## config.mk

```make
export PLATFORM = sky130hd
export DESIGN_NAME = reader_writer_lock_arbiter_top
export DESIGN_NICKNAME = d
export VERILOG_FILES = /design/src/hw/rtl/rwl_pkg.sv /design/src/hw/rtl/rwl_front.sv /design/src/hw/rtl/rwl_back.sv /design/src/hw/rtl/reader_writer_lock_arbiter_top.sv
export SDC_FILE = /design/constraint.sdc
export NUM_CORES = 1
export LEC_CHECK = 0
export ABC_AREA = 1
export BUFFER_PORTS_ARGS = -buffer_cell sky130_fd_sc_hd__clkbuf_2
export CAP_MARGIN = 20
export CORE_ASPECT_RATIO = 2
export CORE_MARGIN = 2
export CORE_UTILIZATION = 30
export CTS_CLUSTER_SIZE = 10
export DETAILED_ROUTE_END_ITERATION = 6
export PLACE_DENSITY = 0.43
export RECOVER_POWER = 50
export SETUP_SLACK_MARGIN = 0.3
export SLEW_MARGIN = 0
export SYNTH_ARGS = -nofsm -noshare
export SYNTH_HDL_FRONTEND = slang
export SYNTH_SLANG_ARGS = --single-unit
export TNS_END_PERCENT = 50
```

## constraint.sdc

```tcl
create_clock -name clk_i -period 8.62 [get_ports clk_i]
set_input_delay 1.724 -clock clk_i [delete_from_list [all_inputs] [get_ports clk_i]]
set_output_delay 1.724 -clock clk_i [all_outputs]
set_load 0.005 [all_outputs]
```

## src/hw/rtl/rwl_pkg.sv

```systemverilog
// Shared types and constants of the reader/writer lock arbiter.
package rwl_pkg;

  // Sizing
  localparam int unsigned WRITER_QUEUE_DEPTH = 16;
  localparam int unsigned READER_QUEUE_DEPTH = 16;
  localparam int unsigned MAX_READERS        = 255;
  localparam int unsigned ID_BITS            = 6;
  localparam int unsigned KIND_W             = 3;
  localparam int unsigned EVENT_W            = 3;
  localparam int unsigned READERS_HELD_W     = 8;
  localparam int unsigned CMDQ_DEPTH         = 2;

  // Derived widths
  localparam int unsigned WQ_AW  = $clog2(WRITER_QUEUE_DEPTH);
  localparam int unsigned WQ_CW  = $clog2(WRITER_QUEUE_DEPTH + 1);
  localparam int unsigned RQ_AW  = $clog2(READER_QUEUE_DEPTH);
  localparam int unsigned RQ_CW  = $clog2(READER_QUEUE_DEPTH + 1);
  localparam int unsigned RC_W   = $clog2(MAX_READERS + 1);
  localparam int unsigned CMDQ_AW = (CMDQ_DEPTH > 1) ? $clog2(CMDQ_DEPTH) : 1;
  localparam int unsigned CMDQ_CW = $clog2(CMDQ_DEPTH + 1);

  // Request kinds as they arrive on the input channel
  typedef enum logic [KIND_W-1:0] {
    KIND_RD_ACQ = 3'd0,
    KIND_RD_TRY = 3'd1,
    KIND_RD_REL = 3'd2,
    KIND_WR_ACQ = 3'd3,
    KIND_WR_TRY = 3'd4,
    KIND_WR_REL = 3'd5
  } kind_e;

  // Classified operation handed to the back end
  typedef enum logic [2:0] {
    OP_RD_ACQ,
    OP_RD_TRY,
    OP_RD_REL,
    OP_WR_ACQ,
    OP_WR_TRY,
    OP_WR_REL,
    OP_BAD
  } op_e;

  // Result codes
  typedef enum logic [EVENT_W-1:0] {
    EV_GRANT    = 3'd0,
    EV_REFUSED  = 3'd1,
    EV_QUEUED   = 3'd2,
    EV_HANDOFF  = 3'd3,
    EV_RELEASED = 3'd4,
    EV_ERROR    = 3'd5
  } event_e;

  // Back-end sequencer states
  typedef enum logic [1:0] {
    ST_CMD,
    ST_HANDW,
    ST_WAKE
  } st_e;

  typedef struct packed {
    op_e               op;
    logic [ID_BITS-1:0] id;
    logic              wr;
  } cmd_t;

  typedef struct packed {
    logic writer_held;
    logic readers_zero;
    logic waking;
  } stat_t;

endpackage

```

## src/hw/rtl/rwl_front.sv

```systemverilog
// Front end: classifies incoming requests and buffers them in a short queue.
module rwl_front (
  input  logic                               clk_i,
  input  logic                               rst_ni,
  input  logic                               in_valid_i,
  output logic                               in_ready_o,
  input  logic [rwl_pkg::KIND_W-1:0]         kind_i,
  input  logic [rwl_pkg::ID_BITS-1:0]        requester_i,
  output logic                               cmd_valid_o,
  input  logic                               cmd_ready_i,
  output rwl_pkg::cmd_t                      cmd_o
);

  rwl_pkg::cmd_t                     dec_cmd;
  rwl_pkg::cmd_t                     ent_q [rwl_pkg::CMDQ_DEPTH];
  logic [rwl_pkg::CMDQ_AW-1:0]       wr_ptr_q, wr_ptr_d;
  logic [rwl_pkg::CMDQ_AW-1:0]       rd_ptr_q, rd_ptr_d;
  logic [rwl_pkg::CMDQ_CW-1:0]       cnt_q, cnt_d;
  logic                              push, pop;

  // Decode kind into an operation; unknown kinds become errors on the read side
  always_comb begin
    dec_cmd.id = requester_i;
    dec_cmd.wr = 1'b0;
    unique case (kind_i)
      rwl_pkg::KIND_RD_ACQ: dec_cmd.op = rwl_pkg::OP_RD_ACQ;
      rwl_pkg::KIND_RD_TRY: dec_cmd.op = rwl_pkg::OP_RD_TRY;
      rwl_pkg::KIND_RD_REL: dec_cmd.op = rwl_pkg::OP_RD_REL;
      rwl_pkg::KIND_WR_ACQ: begin
        dec_cmd.op = rwl_pkg::OP_WR_ACQ;
        dec_cmd.wr = 1'b1;
      end
      rwl_pkg::KIND_WR_TRY: begin
        dec_cmd.op = rwl_pkg::OP_WR_TRY;
        dec_cmd.wr = 1'b1;
      end
      rwl_pkg::KIND_WR_REL: begin
        dec_cmd.op = rwl_pkg::OP_WR_REL;
        dec_cmd.wr = 1'b1;
      end
      default: dec_cmd.op = rwl_pkg::OP_BAD;
    endcase
  end

  // Queue handshake
  assign in_ready_o  = (cnt_q != rwl_pkg::CMDQ_CW'(rwl_pkg::CMDQ_DEPTH));
  assign cmd_valid_o = (cnt_q != '0);
  assign cmd_o       = ent_q[rd_ptr_q];
  assign push        = in_valid_i && in_ready_o;
  assign pop         = cmd_valid_o && cmd_ready_i;

  // Pointer and fill count update
  always_comb begin
    wr_ptr_d = wr_ptr_q;
    rd_ptr_d = rd_ptr_q;
    cnt_d    = cnt_q;
    if (push) begin
      wr_ptr_d = (wr_ptr_q == rwl_pkg::CMDQ_AW'(rwl_pkg::CMDQ_DEPTH - 1)) ? '0
                 : wr_ptr_q + rwl_pkg::CMDQ_AW'(1);
    end
    if (pop) begin
      rd_ptr_d = (rd_ptr_q == rwl_pkg::CMDQ_AW'(rwl_pkg::CMDQ_DEPTH - 1)) ? '0
                 : rd_ptr_q + rwl_pkg::CMDQ_AW'(1);
    end
    if (push && !pop) begin
      cnt_d = cnt_q + rwl_pkg::CMDQ_CW'(1);
    end else if (pop && !push) begin
      cnt_d = cnt_q - rwl_pkg::CMDQ_CW'(1);
    end
  end

  always_ff @(posedge clk_i or negedge rst_ni) begin
    if (!rst_ni) begin
      wr_ptr_q <= '0;
      rd_ptr_q <= '0;
      cnt_q    <= '0;
    end else begin
      wr_ptr_q <= wr_ptr_d;
      rd_ptr_q <= rd_ptr_d;
      cnt_q    <= cnt_d;
    end
  end

  // Queue storage
  always_ff @(posedge clk_i) begin
    if (push) begin
      ent_q[wr_ptr_q] <= dec_cmd;
    end
  end

endmodule

```

## src/hw/rtl/rwl_back.sv

```systemverilog
// Back end: lock state, waiter queues and result sequencing.
module rwl_back (
  input  logic                                clk_i,
  input  logic                                rst_ni,
  input  logic                                cmd_valid_i,
  output logic                                cmd_ready_o,
  input  rwl_pkg::cmd_t                       cmd_i,
  output logic                                out_valid_o,
  input  logic                                out_ready_i,
  output logic [rwl_pkg::EVENT_W-1:0]         event_res_o,
  output logic [rwl_pkg::ID_BITS-1:0]         who_o,
  output logic                                as_writer_o,
  output logic [rwl_pkg::READERS_HELD_W-1:0]  readers_held_o,
  output logic                                last_o,
  output rwl_pkg::stat_t                      stat_o
);

  localparam int unsigned WQ_SW = rwl_pkg::WQ_CW + 1;
  localparam int unsigned RQ_SW = rwl_pkg::RQ_CW + 1;

  rwl_pkg::st_e                      state_q, state_d;
  logic [rwl_pkg::RC_W-1:0]          rc_q, rc_d, rc_inc, rc_dec;
  logic                              wh_q, wh_d;
  logic [rwl_pkg::ID_BITS-1:0]       wq_ids_q [rwl_pkg::WRITER_QUEUE_DEPTH];
  logic [rwl_pkg::ID_BITS-1:0]       rq_ids_q [rwl_pkg::READER_QUEUE_DEPTH];
  logic [rwl_pkg::WQ_AW-1:0]         wq_head_q, wq_head_d, wq_head_nxt, wq_tail;
  logic [rwl_pkg::RQ_AW-1:0]         rq_head_q, rq_head_d, rq_head_nxt, rq_tail;
  logic [rwl_pkg::WQ_CW-1:0]         wq_cnt_q, wq_cnt_d;
  logic [rwl_pkg::RQ_CW-1:0]         rq_cnt_q, rq_cnt_d;
  logic [WQ_SW-1:0]                  wq_sum;
  logic [RQ_SW-1:0]                  rq_sum;
  logic                              wake_all_q, wake_all_d;

  logic                              out_valid_q, out_valid_d;
  rwl_pkg::event_e                   out_ev_q, out_ev_d;
  logic [rwl_pkg::ID_BITS-1:0]       out_who_q, out_who_d;
  logic                              out_wr_q, out_wr_d;
  logic [rwl_pkg::RC_W-1:0]          out_rc_q, out_rc_d;
  logic                              out_last_q, out_last_d;

  logic slot_free, cmd_fire, go_w, go_r, wake_more, wq_push, rq_push;
  logic wr_busy, rd_blocked, rc_full, wq_full, rq_full;

  assign slot_free   = !out_valid_q || out_ready_i;
  assign cmd_ready_o = (state_q == rwl_pkg::ST_CMD) && slot_free;
  assign cmd_fire    = cmd_ready_o && cmd_valid_i;

  assign rc_inc = rc_q + rwl_pkg::RC_W'(1);
  assign rc_dec = rc_q - rwl_pkg::RC_W'(1);

  // Lock conditions
  assign rd_blocked = wh_q || (wq_cnt_q != '0);
  assign wr_busy    = rd_blocked || (rc_q != '0);
  assign rc_full    = (rc_q >= rwl_pkg::RC_W'(rwl_pkg::MAX_READERS));
  assign wq_full    = (wq_cnt_q >= rwl_pkg::WQ_CW'(rwl_pkg::WRITER_QUEUE_DEPTH));
  assign rq_full    = (rq_cnt_q >= rwl_pkg::RQ_CW'(rwl_pkg::READER_QUEUE_DEPTH));

  // Ring indexes: tail is head plus count, wrapped once
  always_comb begin
    wq_sum = WQ_SW'(wq_head_q) + WQ_SW'(wq_cnt_q);
    if (wq_sum >= WQ_SW'(rwl_pkg::WRITER_QUEUE_DEPTH)) begin
      wq_sum = wq_sum - WQ_SW'(rwl_pkg::WRITER_QUEUE_DEPTH);
    end
    wq_tail = wq_sum[rwl_pkg::WQ_AW-1:0];
    rq_sum = RQ_SW'(rq_head_q) + RQ_SW'(rq_cnt_q);
    if (rq_sum >= RQ_SW'(rwl_pkg::READER_QUEUE_DEPTH)) begin
      rq_sum = rq_sum - RQ_SW'(rwl_pkg::READER_QUEUE_DEPTH);
    end
    rq_tail = rq_sum[rwl_pkg::RQ_AW-1:0];
    wq_head_nxt = (wq_head_q == rwl_pkg::WQ_AW'(rwl_pkg::WRITER_QUEUE_DEPTH - 1)) ? '0
                  : wq_head_q + rwl_pkg::WQ_AW'(1);
    rq_head_nxt = (rq_head_q == rwl_pkg::RQ_AW'(rwl_pkg::READER_QUEUE_DEPTH - 1)) ? '0
                  : rq_head_q + rwl_pkg::RQ_AW'(1);
  end

  // Datapath and result generation
  always_comb begin
    rc_d        = rc_q;
    wh_d        = wh_q;
    wq_head_d   = wq_head_q;
    wq_cnt_d    = wq_cnt_q;
    rq_head_d   = rq_head_q;
    rq_cnt_d    = rq_cnt_q;
    wake_all_d  = wake_all_q;
    out_valid_d = out_valid_q && !out_ready_i;
    out_ev_d    = out_ev_q;
    out_who_d   = out_who_q;
    out_wr_d    = out_wr_q;
    out_rc_d    = out_rc_q;
    out_last_d  = out_last_q;
    wq_push     = 1'b0;
    rq_push     = 1'b0;
    go_w        = 1'b0;
    go_r        = 1'b0;
    wake_more   = 1'b0;

    unique case (state_q)
      rwl_pkg::ST_CMD: begin
        if (cmd_fire) begin
          out_valid_d = 1'b1;
          out_who_d   = cmd_i.id;
          out_wr_d    = cmd_i.wr;
          out_ev_d    = rwl_pkg::EV_ERROR;
          out_rc_d    = rc_q;
          out_last_d  = 1'b1;
          unique case (cmd_i.op)
            rwl_pkg::OP_RD_ACQ: begin
              if (rd_blocked) begin
                if (!rq_full) begin
                  rq_push  = 1'b1;
                  rq_cnt_d = rq_cnt_q + rwl_pkg::RQ_CW'(1);
                  out_ev_d = rwl_pkg::EV_QUEUED;
                end
              end else if (!rc_full) begin
                rc_d     = rc_inc;
                out_rc_d = rc_inc;
                out_ev_d = rwl_pkg::EV_GRANT;
              end
            end
            rwl_pkg::OP_RD_TRY: begin
              if (rd_blocked) begin
                out_ev_d = rwl_pkg::EV_REFUSED;
              end else if (!rc_full) begin
                rc_d     = rc_inc;
                out_rc_d = rc_inc;
                out_ev_d = rwl_pkg::EV_GRANT;
              end
            end
            rwl_pkg::OP_RD_REL: begin
              if (rc_q != '0 && !wh_q) begin
                rc_d       = rc_dec;
                out_rc_d   = rc_dec;
                out_ev_d   = rwl_pkg::EV_RELEASED;
                go_w       = (wq_cnt_q != '0) && (rc_dec == '0);
                go_r       = (wq_cnt_q == '0) && (rq_cnt_q != '0) &&
                             (rc_dec < rwl_pkg::RC_W'(rwl_pkg::MAX_READERS));
                wake_all_d = 1'b0;
                out_last_d = !(go_w || go_r);
              end
            end
            rwl_pkg::OP_WR_ACQ: begin
              if (wr_busy) begin
                if (!wq_full) begin
                  wq_push  = 1'b1;
                  wq_cnt_d = wq_cnt_q + rwl_pkg::WQ_CW'(1);
                  out_ev_d = rwl_pkg::EV_QUEUED;
                end
              end else begin
                wh_d     = 1'b1;
                out_ev_d = rwl_pkg::EV_GRANT;
              end
            end
            rwl_pkg::OP_WR_TRY: begin
              if (wr_busy) begin
                out_ev_d = rwl_pkg::EV_REFUSED;
              end else begin
                wh_d     = 1'b1;
                out_ev_d = rwl_pkg::EV_GRANT;
              end
            end
            rwl_pkg::OP_WR_REL: begin
              if (wh_q) begin
                wh_d       = 1'b0;
                out_ev_d   = rwl_pkg::EV_RELEASED;
                go_w       = (wq_cnt_q != '0);
                go_r       = (wq_cnt_q == '0) && (rq_cnt_q != '0) && !rc_full;
                wake_all_d = 1'b1;
                out_last_d = !(go_w || go_r);
              end
            end
            default: ;
          endcase
        end
      end

      // Hand the lock to the head waiting writer
      rwl_pkg::ST_HANDW: begin
        if (slot_free) begin
          wh_d        = 1'b1;
          wq_head_d   = wq_head_nxt;
          wq_cnt_d    = wq_cnt_q - rwl_pkg::WQ_CW'(1);
          out_valid_d = 1'b1;
          out_ev_d    = rwl_pkg::EV_HANDOFF;
          out_who_d   = wq_ids_q[wq_head_q];
          out_wr_d    = 1'b1;
          out_rc_d    = rc_q;
          out_last_d  = 1'b1;
        end
      end

      // Hand the lock to waiting readers, one per cycle while the output slot is free
      rwl_pkg::ST_WAKE: begin
        if (slot_free) begin
          rc_d        = rc_inc;
          rq_head_d   = rq_head_nxt;
          rq_cnt_d    = rq_cnt_q - rwl_pkg::RQ_CW'(1);
          wake_more   = wake_all_q && (rq_cnt_q != rwl_pkg::RQ_CW'(1)) &&
                        (rc_inc < rwl_pkg::RC_W'(rwl_pkg::MAX_READERS));
          out_valid_d = 1'b1;
          out_ev_d    = rwl_pkg::EV_HANDOFF;
          out_who_d   = rq_ids_q[rq_head_q];
          out_wr_d    = 1'b0;
          out_rc_d    = rc_inc;
          out_last_d  = !wake_more;
        end
      end

      default: ;
    endcase
  end

  // Next state
  always_comb begin
    state_d = state_q;
    unique case (state_q)
      rwl_pkg::ST_CMD: begin
        if (cmd_fire && go_w) begin
          state_d = rwl_pkg::ST_HANDW;
        end else if (cmd_fire && go_r) begin
          state_d = rwl_pkg::ST_WAKE;
        end
      end
      rwl_pkg::ST_HANDW: begin
        if (slot_free) begin
          state_d = rwl_pkg::ST_CMD;
        end
      end
      rwl_pkg::ST_WAKE: begin
        if (slot_free && !wake_more) begin
          state_d = rwl_pkg::ST_CMD;
        end
      end
      default: state_d = rwl_pkg::ST_CMD;
    endcase
  end

  always_ff @(posedge clk_i or negedge rst_ni) begin
    if (!rst_ni) begin
      state_q     <= rwl_pkg::ST_CMD;
      rc_q        <= '0;
      wh_q        <= 1'b0;
      wq_head_q   <= '0;
      wq_cnt_q    <= '0;
      rq_head_q   <= '0;
      rq_cnt_q    <= '0;
      wake_all_q  <= 1'b0;
      out_valid_q <= 1'b0;
    end else begin
      state_q     <= state_d;
      rc_q        <= rc_d;
      wh_q        <= wh_d;
      wq_head_q   <= wq_head_d;
      wq_cnt_q    <= wq_cnt_d;
      rq_head_q   <= rq_head_d;
      rq_cnt_q    <= rq_cnt_d;
      wake_all_q  <= wake_all_d;
      out_valid_q <= out_valid_d;
    end
  end

  // Result payload and waiter id storage
  always_ff @(posedge clk_i) begin
    out_ev_q   <= out_ev_d;
    out_who_q  <= out_who_d;
    out_wr_q   <= out_wr_d;
    out_rc_q   <= out_rc_d;
    out_last_q <= out_last_d;
    if (wq_push) begin
      wq_ids_q[wq_tail] <= cmd_i.id;
    end
    if (rq_push) begin
      rq_ids_q[rq_tail] <= cmd_i.id;
    end
  end

  assign out_valid_o    = out_valid_q;
  assign event_res_o    = out_ev_q;
  assign who_o          = out_who_q;
  assign as_writer_o    = out_wr_q;
  assign readers_held_o = rwl_pkg::READERS_HELD_W'(out_rc_q);
  assign last_o         = out_last_q;

  assign stat_o.writer_held  = wh_q;
  assign stat_o.readers_zero = (rc_q == '0);
  assign stat_o.waking       = (state_q == rwl_pkg::ST_WAKE);

endmodule

```

## src/hw/rtl/reader_writer_lock_arbiter_top.sv

```systemverilog
// Writer-preferring reader/writer lock arbiter.
//
// Input channel (in_valid_i/in_ready_o) carries one lock request per transfer:
// kind_i selects read/write acquire, try or release, requester_i tags the agent.
// Output channel (out_valid_o/out_ready_i) returns one or more results per
// request; last_o marks the final result of a request.
// A two-entry request queue decouples the front end from the lock sequencer,
// so requests are taken while a result waits for the receiver.
// A request is registered in the request queue and its first result in the
// output register before it is presented. Requests with a single result are
// taken one per cycle while the receiver accepts results; a release that hands
// the lock on emits its release result and then one handoff result per woken
// waiter, and the sequencer takes no new request until the last one is sent.
// Reset leaves the lock free: no readers, no writer, both waiter queues empty.
// When the receiver stalls, the output register holds its result, the
// sequencer stops, the request queue fills and in_ready_o drops.
module reader_writer_lock_arbiter_top (
  input  logic                                clk_i,
  input  logic                                rst_ni,
  input  logic                                in_valid_i,
  output logic                                in_ready_o,
  input  logic [rwl_pkg::KIND_W-1:0]          kind_i,
  input  logic [rwl_pkg::ID_BITS-1:0]         requester_i,
  output logic                                out_valid_o,
  input  logic                                out_ready_i,
  output logic [rwl_pkg::EVENT_W-1:0]         event_res_o,
  output logic [rwl_pkg::ID_BITS-1:0]         who_o,
  output logic                                as_writer_o,
  output logic [rwl_pkg::READERS_HELD_W-1:0]  readers_held_o,
  output logic                                last_o
);

  logic           cmd_valid, cmd_ready;
  rwl_pkg::cmd_t  cmd;
  rwl_pkg::stat_t stat;

  rwl_front u_front (
    .clk_i       (clk_i),
    .rst_ni      (rst_ni),
    .in_valid_i  (in_valid_i),
    .in_ready_o  (in_ready_o),
    .kind_i      (kind_i),
    .requester_i (requester_i),
    .cmd_valid_o (cmd_valid),
    .cmd_ready_i (cmd_ready),
    .cmd_o       (cmd)
  );

  rwl_back u_back (
    .clk_i          (clk_i),
    .rst_ni         (rst_ni),
    .cmd_valid_i    (cmd_valid),
    .cmd_ready_o    (cmd_ready),
    .cmd_i          (cmd),
    .out_valid_o    (out_valid_o),
    .out_ready_i    (out_ready_i),
    .event_res_o    (event_res_o),
    .who_o          (who_o),
    .as_writer_o    (as_writer_o),
    .readers_held_o (readers_held_o),
    .last_o         (last_o),
    .stat_o         (stat)
  );

  // A held write lock excludes active readers
  assert property (@(posedge clk_i) disable iff (!rst_ni)
    stat.writer_held |-> stat.readers_zero)
    else $error("writer holds lock with active readers");

  // Waking readers only happens with the write lock free
  assert property (@(posedge clk_i) disable iff (!rst_ni)
    stat.waking |-> !stat.writer_held)
    else $error("reader wake while writer holds lock");

  // Any write grant reports zero active readers
  assert property (@(posedge clk_i) disable iff (!rst_ni)
    (out_valid_o && as_writer_o &&
     (event_res_o == rwl_pkg::EV_GRANT || event_res_o == rwl_pkg::EV_HANDOFF))
    |-> (readers_held_o == '0))
    else $error("write grant with readers held");

endmodule
```

## Word level (Yosys, flattened, before mapping)

Memory sizes are Yosys's and may differ from the RTL's.
Index checks and enable logic that the tools add are counted.

- Logic and storage cells: 236
- Bits of input ports: 13
- Bits in registers: 54
- Memory bits (writable): 212
- Output and inout port bits: 21
- Memories: 3

Memory list:

| memory | depth | bits a word | read ports | clocked after Yosys merged registers in | write ports | RTL line | text |
|---|---|---|---|---|---|---|---|
| u_back.rq_ids_q | 16 | 6 | 1 | 0 | 1 | rwl_back.sv:25 | `logic [rwl_pkg::ID_BITS-1:0] rq_ids_q [rwl_pkg::READER_QUEUE_DEPTH];` |
| u_back.wq_ids_q | 16 | 6 | 1 | 0 | 1 | rwl_back.sv:24 | `logic [rwl_pkg::ID_BITS-1:0] wq_ids_q [rwl_pkg::WRITER_QUEUE_DEPTH];` |
| u_front.ent_q | 2 | 10 | 1 | 0 | 1 | rwl_front.sv:15 | `rwl_pkg::cmd_t ent_q [rwl_pkg::CMDQ_DEPTH];` |

- Reductions and logical operators: 60
- Add/sub/neg operators: 16
- Equal/unequal tests: 32
- Mux-type cells: 101
- Magnitude comparators: 7

Operators by type and width:

| cell | count |
|---|---|
| $mux W5 | 10 |
| $mux W8 | 6 |
| $mux W1 | 45 |
| $pmux W3 S6 | 2 |
| $pmux W8 S2 | 2 |
| $mux W3 | 8 |
| $pmux W8 S3 | 1 |
| $pmux W5 S2 | 2 |
| $mux W6 | 3 |
| $ne A2 B1 Y1 const B | 9 |
| $pmux W6 S3 | 1 |
| $logic_and A1 B1 Y1 | 16 |
| $lt A8 B8 Y1 const B | 2 |
| $mux W4 | 4 |
| $pmux W1 S2 | 7 |
| $add A4 B5 Y6 | 2 |
| $eq A3 B2 Y1 const B | 4 |
| $eq A3 B3 Y1 const B | 4 |
| $ge A6 B5 Y1 const B | 2 |
| $mux W2 | 6 |
| $reduce_and A6 Y1 | 2 |
| $reduce_bool A2 Y1 | 6 |
| $add A5 B1 Y5 const B | 2 |
| $ge A5 B5 Y1 const B | 2 |
| other kinds (34) | 68 |

## Longest topological paths before layout

- Word-level depth: 11
- Depth in mapped cells: 16
- Gate-level depth less buffers: 16

## By module

Synthesis repeated with hierarchy kept, for this count alone.

- Cell total of the unflattened synthesis: 1178
- Area total of the unflattened synthesis: 12528.3 µm²

By module, submodules not included:

| module | instances | cells an instance | area each (µm²) | sequential area each (µm²) |
|---|---|---|---|---|
| rwl_back | 1 | 1089 | 11519.8 | 7111.8 |
| rwl_front | 1 | 89 | 1008.5 | 700.7 |

## Least setup slack after synthesis

Ideal clock, no wire load.

- Kind: input -> register
- From: input out_ready_i
- To: register u_back.out_wr_q, in the netlist u_back.as_writer_o, enable pin
- Arrival time: 3179 ps
- Stages: 4
- Required time: 8211 ps
- Path slack: 5032 ps
- Buffers on the path: 0
- Library setup time: 409 ps
- Cells stage by stage: nor2_1 > nor2_4 > nor2_1 > nor3_1

- Word-level cells in the longest chain between the ends: 5
- Elaborated cells between the ends (all ways): 7
- Classes of those cells: eq/ne: 3; reduce/logical: 4

RTL lines:

| element | RTL line | text |
|---|---|---|
| start, declared | reader_writer_lock_arbiter_top.sv:25 | `input logic out_ready_i,` |
| $logic_or A1 B1 Y1 * | rwl_back.sv:44 | `assign slot_free = !out_valid_q \|\| out_ready_i;` |
| $logic_and A1 B1 Y1 | rwl_back.sv:45 | `assign cmd_ready_o = (state_q == rwl_pkg::ST_CMD) && slot_free;` |
| $logic_and A1 B1 Y1 | rwl_back.sv:46 | `assign cmd_fire = cmd_ready_o && cmd_valid_i;` |
| $ne A2 B1 Y1 (no line) | -- |  |
| $reduce_and A4 Y1 (no line) * | -- |  |
| end signal, assigned | rwl_back.sv:265 | `out_wr_q <= out_wr_d;` |
| end, declared | rwl_back.sv:37 | `logic out_wr_q, out_wr_d;` |

Every way passes the cells marked *; elsewhere a longest branch is shown, timed or not.
A chain may end at the register's enable or synchronous reset.

## Worst setup path in the final report

- From: register u_front.rd_ptr_q
- To: memory u_back.wq_ids_q[7][0] (netlist name), enable pin

- Word-level cells in the longest chain between the ends: 7

RTL lines:

| element | RTL line | text |
|---|---|---|
| start, declared | rwl_front.sv:17 | `logic [rwl_pkg::CMDQ_AW-1:0] rd_ptr_q, rd_ptr_d;` |
| start signal, assigned | rwl_front.sv:79 | `rd_ptr_q <= rd_ptr_d;` |
| $mem_v2 Z2 W10 | -- |  |
| $eq A3 B2 Y1 | rwl_back.sv:106 | `unique case (cmd_i.op)` |
| $mux W1 | rwl_back.sv:106 |  |
| $mux W1 | rwl_back.sv:99 | `if (cmd_fire) begin` |
| $mux W1 | rwl_back.sv:97 | `unique case (state_q)` |
| $mux W1 | rwl_back.sv:268 | `if (wq_push) begin` |
| $mux W1 (not written as such) | rwl_back.sv:269 | `wq_ids_q[wq_tail] <= cmd_i.id;` |
| end, declared | rwl_back.sv:24 |  |

Every way passes these cells.

==> flow_metrics.py <==
metrics = {
    "cells_and_area": {
        "n_antenna_cell": 0,
        "fin_area_um2": 13900,
        "post-route-util_pct": 34.0,
        "multiInputGateArea_um2": 4010,
        "area_delta_synth_final_pct": 12.4,
        "drive_gt1_share_pct": 9.25,
        "final-seq-area_um2": 7810,
        "finalNonFillerCells": 1735,
        "nFillCells": 4113,
        "num-nets-final": 1216,
    },
    "drt": {
        "vias_per_cell": 4.97,
        "via_count": 8617,
        "drtAntennaViolNets": 0,
        "wl_per_cell_um": 20.5,
        "dr.pass1.iters": 6,
        "first_iter_violations": 515,
        "drc": 0,
        "routed_wl_mm": 35.6,
    },
    "sta": {
        "slew-limit-headroom_pct": -43.9,
        "hold_viol": 0,
        "setup_viol": 0,
        "tns_ns": 0,
        "worstMarginPinSlew_ns": 2.16,
        "maxSlewViolCount": 240,
        "rsz0062_at_grt": "no",
        "period_share_pct": 47.0,
        "max_freq_mhz": 247,
        "fin_skew_ns": 0.0217,
        "fin_crit_ns": 4.05,
    },
    "synth": {
        "synth-async-reset-ratio_pct": 13.2,
        "synth_top_cell_area_share_pct": 56.2,
        "synth_edf_count": 231,
        "synth_warnings": 0,
        "ys_types": 48,
        "yosys-top-cells-area": "edfxtp_1 56%, dfrtp_1 7.1%, nor2_1 5.8%",
        "seq_area_frac_synth_pct": 63.3,
        "synth_nets": 1189,
        "yosys_register_bits": 266,
        "syn_area_um2": 12300,
        "synth_top_cell_by_area": "edfxtp_1",
        "syn_inst": 1149,
        "synth_flop_cell": "edfxtp_1",
        "syn_area_per_cell_um2": 10.7,
    },
    "worst_hold_path": {
        "hp-class": "reg -> reg",
    },
    "power": {
        "power.share.switching_pct": 43.3,
        "clock_power_share_pct": 21.5,
        "p_int_mw": 3.07,
        "combinationalPowerShare_pct": 42.4,
        "power_leakage_nw": 5.04,
        "vdd_ir_drop_max_uv": 208,
        "p_seq_share_pct": 36.1,
        "power.switching_mw": 2.35,
        "p_per_area_nw_per_um2": 391,
    },
    "worst_setup_path": {
        "end_kind": "flop",
        "path_cells": "inv_1 -> o21ai_0 -> nand3_1 -> nor2_1 -> nand2_1 -> inv_2 -> nand3_1 -> nor2_1",
        "worst_path_max_delay_cell": "o21ai_0",
        "worstPathArrival_ns": 4.25,
        "start_kind": "flop",
        "required_ns": 8.82,
        "critPathKind": "reg -> reg",
        "cp_slowest_stage_delay_ns": 1.16,
        "path_max_fanout": 12,
    },
    "status": {
        "status": "complete, but fails checks",
        "violations": "max-capacitance violations, max-slew violations",
    },
    "die": {
        "die_width_um": 147,
        "core_area_um2": 40900,
        "die_area_um2": 42900,
        "num_rows": 105,
        "fp.dieH_um": 291,
        "io_pins": 34,
        "start_util_pct": 30.2,
    },
    "global_routing": {
        "grt_pass1_wl_mm": 54.6,
        "grt_max_degree": 52,
        "grt.overflow.total": 0,
        "gr-usage-all-layers_pct": 16.7,
        "antenna_found_initial": 0,
        "grt_pass1_vias": 9150,
    },
    "placement": {
        "placed_area_um2": 13100,
        "place_hpwl_mm": 24.6,
        "place_inst": 1679,
        "place.gp.congestion": 0.837,
        "portBuffers": 33,
    },
    "clock_tree": {
        "clockBufferDepth": 3,
        "cts_sinks": 266,
        "postCtsResizedCells": 0,
        "clkLatencyLatePin_ns": 0.57,
        "holdBufCountCts": 0,
        "numCtsBuffers": 30,
        "cts_root_buffer": "clkbuf_16",
        "htree_levels": 1,
        "cts_tree": "built",
        "clkTransAtPathRegs_ns": 0.06,
        "cts_setup_buffers": 0,
    },
    "job": {
        "cap_violations": 7,
    },
}
==> final timing paths <==
kind	start	to	slack, ns	depth (start not counted)
worst max register to register	u_front.rd_ptr_q$_DFFE_PN0P_	u_back.wq_ids_q[7][0]$_DFFE_PP_	4.57	8
worst min register to register	u_back.wq_cnt_q[4]$_DFFE_PN0P_	u_back.wq_cnt_q[4]$_DFFE_PN0P_	0.47	1
worst max-delay path	u_front.rd_ptr_q$_DFFE_PN0P_	u_back.wq_ids_q[7][0]$_DFFE_PP_	4.57	8
max in group asynchronous	rst_ni	u_back.wq_cnt_q[2]$_DFFE_PN0P_	5.50	2
worst min-delay path	u_back.wq_cnt_q[4]$_DFFE_PN0P_	u_back.wq_cnt_q[4]$_DFFE_PN0P_	0.47	1
min in group asynchronous	rst_ni	u_back.rc_q[0]$_DFFE_PN0P_	1.89	2
==> cell usage in the layout, fill, tap and decap left out, types with 5 or more instances in the layout <==
cell	count
ha_1	24
buf_4	8
nand2_4	8
nand3_1	64
edfxtp_1	231
nand2_1	154
xor2_1	15
o21ai_0	144
o221ai_1	17
clkbuf_1	32
o22ai_1	40
clkbuf_16	30
nor3_1	6
nor2_1	193
clkbuf_2	27
xnor2_1	8
dfrtp_1	35
nor2_2	6
inv_1	66
o211ai_1	5
a21oi_1	32
nand2_2	5
inv_2	8
nand4_1	9
==> power groups by stage <==
stage	Sequential [mW]	Clock [mW]	Combinational, mW
floorplan	1.89	0	1.57
global placement	1.98	0	2.38
detailed placement	1.97	0	2.36
CTS	1.95	1.20	2.37
global route	1.99	1.24	2.56
finish	1.96	1.17	2.30
==> worst max-delay path: cells and delay by family (launching register included) <==
| kind | cells | cell delay [ns] |
|---|---|---|
| compound gates | 1 | 1.16 |
| buf+inv | 2 | 0.46 |
| flops | 1 | 0.70 |
| simple gates | 5 | 1.35 |
==> area by class of cell <==
cell class | count | share of cell area (%)
Multi-Input combinational cell | 758 | 28.9
Timing Repair Buffer | 43 | 1.62
Sequential cell | 266 | 56.3
Clock buffer | 55 | 6.16
Tap cell | 535 | 4.82
Inverter | 77 | 2.09
Clock inverter | 1 | 0.117
==> sequential cells by signal, indices dropped and copies added, names as in the netlist, 4 cells and up <==
signal / flops
u_back.wq_ids_q: 96
u_back.rq_head_q: 4
u_back.rq_cnt_q: 5
u_back.readers_held_o: 8
u_back.wq_head_q: 4
u_back.rc_q: 8
u_front.ent_q: 20
u_back.who_o: 6
u_back.rq_ids_q: 96
u_back.wq_cnt_q: 5
==> cells in the mapped netlist (3+ instances only) <==
master	instances
buf_4	3
nand2_2	4
nand3_1	64
o22ai_1	40
nand4_1	9
inv_1	64
nor3_1	7
edfxtp_1	231
fa_1	3
clkbuf_1	41
inv_2	11
dfrtp_1	35
xnor2_1	8
nor2_2	6
a31oi_1	3
a21oi_1	31
ha_1	24
nor2_1	191
xor2_1	15
nand2_1	155
nand2_4	8
o221ai_1	17
o21ai_0	143
o211ai_1	5
==> cell families (layout without fill, tap and decap cells) <==
family | count (synthesis) | in the layout | share of synthesized area [%]
buffers and inverters | 125 | 176 | 3.98
and+or+nand+nor | 451 | 451 | 15.8
adders and majority gates | 27 | 27 | 2.92
DFF | 266 | 266 | 63.3
muxes | 1 | 1 | 0.0912
xor gates and xnor gates | 24 | 24 | 1.76
AOI/OAI and AO/OA | 255 | 255 | 12.2
==> per-layer routing <==
layer	GRT usage, %	vias up	part of all wire [%]
met5	0	-	0
met4	5.91	0	3.3
met3	1.65	66	2.9
met2	33.5	173	57
met1	17.5	4262	37
li1	-	4116	-
==> per-stage QoR <==
stage,power (mW),setup slack (ns),hold slack (ns)
detailed placement,4.33,4.83,0.462
finish,5.42,4.57,0.470
CTS,5.52,5.34,0.473
global route,5.79,4.22,0.502
global placement,4.35,4.90,0.463
floorplan,3.46,5.03,0.442
Power figures use the tool's default switching activity.
